[config.mk]
export PLATFORM = sky130hd
export DESIGN_NAME = rrht_sqr
export DESIGN_NICKNAME = d
export VERILOG_FILES = /design/src/hdl/rrht_pkg.sv /design/src/hdl/rrht_sqr.sv
export SDC_FILE = /design/constraint.sdc
export NUM_CORES = 2
export LEC_CHECK = 0
export BUFFER_PORTS_ARGS = -buffer_cell sky130_fd_sc_hd__buf_2
export CAP_MARGIN = 20
export CORE_MARGIN = 2
export CORE_UTILIZATION = 50
export CTS_CLUSTER_DIAMETER = 100
export CTS_CLUSTER_SIZE = 12
export DETAILED_ROUTE_END_ITERATION = 7
export PLACE_DENSITY = 0.66
export SLEW_MARGIN = 20
export SYNTH_ARGS = -nofsm -noshare
export SYNTH_HDL_FRONTEND = slang
export SYNTH_SLANG_ARGS = --single-unit
[constraint.sdc]
create_clock -name clk_i -period 12.6 [get_ports clk_i]
set_clock_uncertainty 0.15 [all_clocks]
set_input_delay 3.78 -clock clk_i [delete_from_list [all_inputs] [get_ports clk_i]]
set_output_delay 3.78 -clock clk_i [all_outputs]
set_load 0.02 [all_outputs]
[src/hdl/rrht_pkg.sv]
`timescale 1ns / 1ps
// ----------------------------------------------------------------------------
// rrht_pkg
// Shared types and constants of the rounded rectangle hit test: register
// map, corner order and the enable group of the pipelined squarer.
// ----------------------------------------------------------------------------
package rrht_pkg;

  localparam int CFG_IDX_W   = 3;
  localparam int CFG_DATA_W  = 32;
  localparam int BOX_W       = 16;
  localparam int RADII_W     = 32;
  localparam int NUM_BOX     = 4;
  localparam int NUM_CORNERS = 4;

  typedef enum logic [CFG_IDX_W-1:0] {
    REG_BOX_LEFT          = 3'd0,
    REG_BOX_TOP           = 3'd1,
    REG_BOX_RIGHT         = 3'd2,
    REG_BOX_BOTTOM        = 3'd3,
    REG_UPPER_LEFT_RADII  = 3'd4,
    REG_UPPER_RIGHT_RADII = 3'd5,
    REG_LOWER_RIGHT_RADII = 3'd6,
    REG_LOWER_LEFT_RADII  = 3'd7
  } cfg_reg_e;

  localparam int BOX_LEFT   = 0;
  localparam int BOX_TOP    = 1;
  localparam int BOX_RIGHT  = 2;
  localparam int BOX_BOTTOM = 3;

  localparam int CORNER_UL = 0;
  localparam int CORNER_UR = 1;
  localparam int CORNER_LR = 2;
  localparam int CORNER_LL = 3;

  typedef struct packed {
    logic part_en;
    logic sum_en;
  } sqr_en_t;

endpackage

[src/hdl/rrht_sqr.sv]
`timescale 1ns / 1ps
// ----------------------------------------------------------------------------
// rrht_sqr
// Two-stage squarer: splits the operand into halves, registers the three
// half-width partial products, then registers their weighted sum.
// ----------------------------------------------------------------------------
module rrht_sqr #(
  parameter int HALF_W = 16
) (
  input  logic                  clk_i,
  input  rrht_pkg::sqr_en_t     en_i,
  input  logic [2*HALF_W-1:0]   val_i,
  output logic [4*HALF_W-1:0]   sq_o
);
  import rrht_pkg::*;

  localparam int W2 = 2 * HALF_W;
  localparam int W4 = 4 * HALF_W;

  logic [HALF_W-1:0] hi, lo;
  logic [W2-1:0]     hh_d, hl_d, ll_d;
  logic [W2-1:0]     hh_q, hl_q, ll_q;
  logic [W4-1:0]     sq_d, sq_q;

  assign hi   = val_i[W2-1:HALF_W];
  assign lo   = val_i[HALF_W-1:0];
  assign hh_d = W2'(hi) * W2'(hi);
  assign hl_d = W2'(hi) * W2'(lo);
  assign ll_d = W2'(lo) * W2'(lo);

  always_ff @(posedge clk_i) begin
    if (en_i.part_en) begin
      hh_q <= hh_d;
      hl_q <= hl_d;
      ll_q <= ll_d;
    end
  end

  assign sq_d = {hh_q, W2'(0)} + (W4'(hl_q) << (HALF_W + 1)) + W4'(ll_q);

  always_ff @(posedge clk_i) begin
    if (en_i.sum_en) begin
      sq_q <= sq_d;
    end
  end

  assign sq_o = sq_q;

endmodule

==> out/metrics.yaml <==
core_um2: 58690
dr.pass1.iters: 6
path_cells: "buf_2 > clkinv_1 > nor2_1 > fa_1 > inv_1 > fa_1 > inv_1 > fa_1 > fa_1 > fa_1 > inv_1 > fa_1 > inv_1 > ha_1 > a21o_1 > a21o_1 > a2111o_1 > a21oi_1 > nor2_1 > a211oi_1 > o31ai_1 > a21oi_1 > xnor2_1"
drc: 0
nFillCells: 5240
cap_violations: 0
post-route-period-util: 0.8360
start_util: 0.5033
synth-seq-cells: 157
yosys.area_share.xor_xnor: 0.03914
finalWorstSetupSlack_ns: 2.067
tns_ns: 0
synth_simple_gate_area_share: 0.1243
die_area_um2: 61030
yosys-top-cells-count: "inv_1, fa_1, ha_1"
cts_hold_buf: 0
vias: 20818
routed_wl_mm: 69.44
dp_hpwl_mm: 53.69
die_w_um: 247.1
critical-path-max-stage-delay_ns: 0.59
clkLatencyLatePin_ns: 0.45
yosysMostFrequentCell: "inv_1"
cts_tree: "done"
syn_avg_cell_area_um2: 9.547
viasPerCell: 5.348
hold_viol: 0
crit_path_frequent_cell: "fa_1"
crit_required_ns: 12.65
cts.clk_slew.worst_paths_ns: 0.07
wl_per_cell_um: 17.84
synth_edf_count: 157
worst_pin_slew_ns: 0.9349
critical_path_class: "input port to flip-flop"
post-place-ws_ns: 1.606
grt_pass1_wl_mm: 113.6
period_needed_ns: 10.53
crit_arrival_ns: 10.58
worstPathMaxFanout: 25
drive_gt1_frac: 0.04808
max_freq_mhz: 94.94
critPathSlowestCell: "clkinv_1"
drtIter0Drc: 1170
ys_async_sr_fraction: 0
gp_congestion: 0.8732
outcome: "complete, no violations"
clockBufferDepth: 2
grt_start_max_net_pins: 64
synth_nets: 3986
synth_largest_area_cell: "fa_1"
synthFlopType: "edfxtp_1"
fin_nets: 4000
ys_seq_area_frac: 0.1596
antenna_found_initial: 1
cp-end-kind: "flip-flop"
ys_warn_count: 0
port_buffers: 97
post_cts_resized: 0
diodes: 0
area_delta_synth_final_pct: 5.604
io_pins: 99
slew_viol_final: 0
netlist_top_cells_area: "fa_1, edfxtp_1, ha_1"
muxShareOfSynthArea: 0.001483
cts-root-buf: "clkbuf_16"
overflow: 0
ant_nets: 0
rows: 89
relSlewSlack: 0.3768
hold_class: "flip-flop to flip-flop"
cts_buffers: 17
htree_levels: 4
synth_cells: 3094
cp-start-kind: "input port"
cts_setup_buffers: 0
first_global_vias: 22121
synth_compound_area_frac: 0.07189
netlist.area_leader.share: 0.3531
syn_area_um2: 29540
grt_usage: 0.2378
synth_cell_types: 71
setup_viol: 0
cts.sinks: 157
synth_fa_ha_area_frac: 0.4954
grt_setup_unrepaired: "no"
synth_top_family_by_area: "adder cells"
fp.dieH_um: 247.1
==> critical path: cells and delay by family <==
| family | cells | cell delay, ns |
|---|---|---|
| buffers and inverters | 6 | 1.36 |
| AND/OR/NAND/NOR | 2 | 0.38 |
| AO/OA/AOI/OAI | 7 | 1.92 |
| XOR/XNOR | 1 | 0.08 |
| adder cells (fa/ha/maj) | 7 | 3.03 |
==> routing by layer <==
layer | share of wire | GRT usage | vias to the layer above
li1 | - | - | 9584
met1 | 0.44 | 0.3290 | 10569
met5 | 0 | 0 | -
met2 | 0.49 | 0.3973 | 577
met4 | 0.018 | 0.05687 | 0
met3 | 0.056 | 0.03147 | 88
==> registers in the layout, indices dropped and copies added, names as in the netlist <==
signal and flops:
sq_o 63, hl_q 32, hh_q 31, ll_q 31
==> cells in the final DEF, fill, tap and decap left out, types with 4 or more instances in the layout <==
cell / netlist / routed
o21bai_1: 8 / 8
o211ai_1: 12 / 12
o21ai_1: 11 / 11
fa_1: 521 / 521
clkinv_1: 4 / 5
buf_2: 2 / 96
and4_1: 6 / 6
a221o_1: 4 / 4
o2111ai_1: 4 / 4
xor2_1: 38 / 38
nand2b_1: 12 / 12
or2_2: 5 / 5
nor3_1: 17 / 17
buf_4: 1 / 8
inv_1: 735 / 735
and2_1: 182 / 182
nand4_1: 8 / 8
nor2b_1: 19 / 19
a21oi_1: 91 / 91
clkbuf_16: 0 / 17
edfxtp_1: 157 / 157
clkinv_4: 0 / 4
and3_1: 16 / 16
o31a_1: 4 / 4
nand3_1: 34 / 34
a31oi_1: 7 / 7
o21ai_0: 37 / 37
xnor2_1: 94 / 94
nand2_1: 334 / 334
o31ai_1: 8 / 8
ha_1: 336 / 336
o21a_1: 16 / 16
a21o_1: 62 / 62
a211oi_1: 18 / 18
nor2_1: 129 / 129
==> through the flow <==
stage               hold slack (ns)  utilization  std cells  area [um2]
floorplan                    0.2503            -       3094       29540
global placement             0.2537       0.5219       3862       30630
detailed placement           0.2568       0.5219       3862       30630
CTS                          0.2723       0.5315       3893       31190
global route                 0.2801       0.5315       3893       31190
finish                       0.2705       0.5315       3893       31190
==> layout make-up <==
| cell class | instances | area (um2) | area share |
|---|---|---|---|
| clock inverter | 14 | 137.6 | 0.004412 |
| inverter | 739 | 2774 | 0.08893 |
| sequential | 157 | 4715 | 0.1511 |
| tap | 773 | 967.2 | 0.03101 |
| timing repair buffer | 104 | 540.5 | 0.01733 |
| clock buffer | 17 | 425.4 | 0.01364 |
| multi-input combinational | 2089 | 21630 | 0.6935 |
==> worst paths after layout <==
| kind | end | cells after the start | startpoint | slack, ns |
|---|---|---|---|---|
| worst min register to register | sq_o[0]$_DFFE_PP_ | 0 | ll_q[0]$_DFFE_PP_ | 0.27 |
| worst max-delay path | hl_q[28]$_DFFE_PP_ | 23 | val_i[12] | 2.07 |
| worst max register to register | sq_o[52]$_DFFE_PP_ | 10 | ll_q[30]$_DFFE_PP_ | 8.67 |
| worst min-delay path | sq_o[0]$_DFFE_PP_ | 0 | ll_q[0]$_DFFE_PP_ | 0.27 |
==> cell families after synthesis <==
group / count (synthesis)
simple gates: 777
compound gates: 318
mux: 4
fa+ha+maj: 857
other cells: 1
flops: 157
buf+inv: 848
xor+xnor: 132
Power is not shown: default switching activity piles up to over one toggle a cycle in this logic, so the estimate is an artifact.
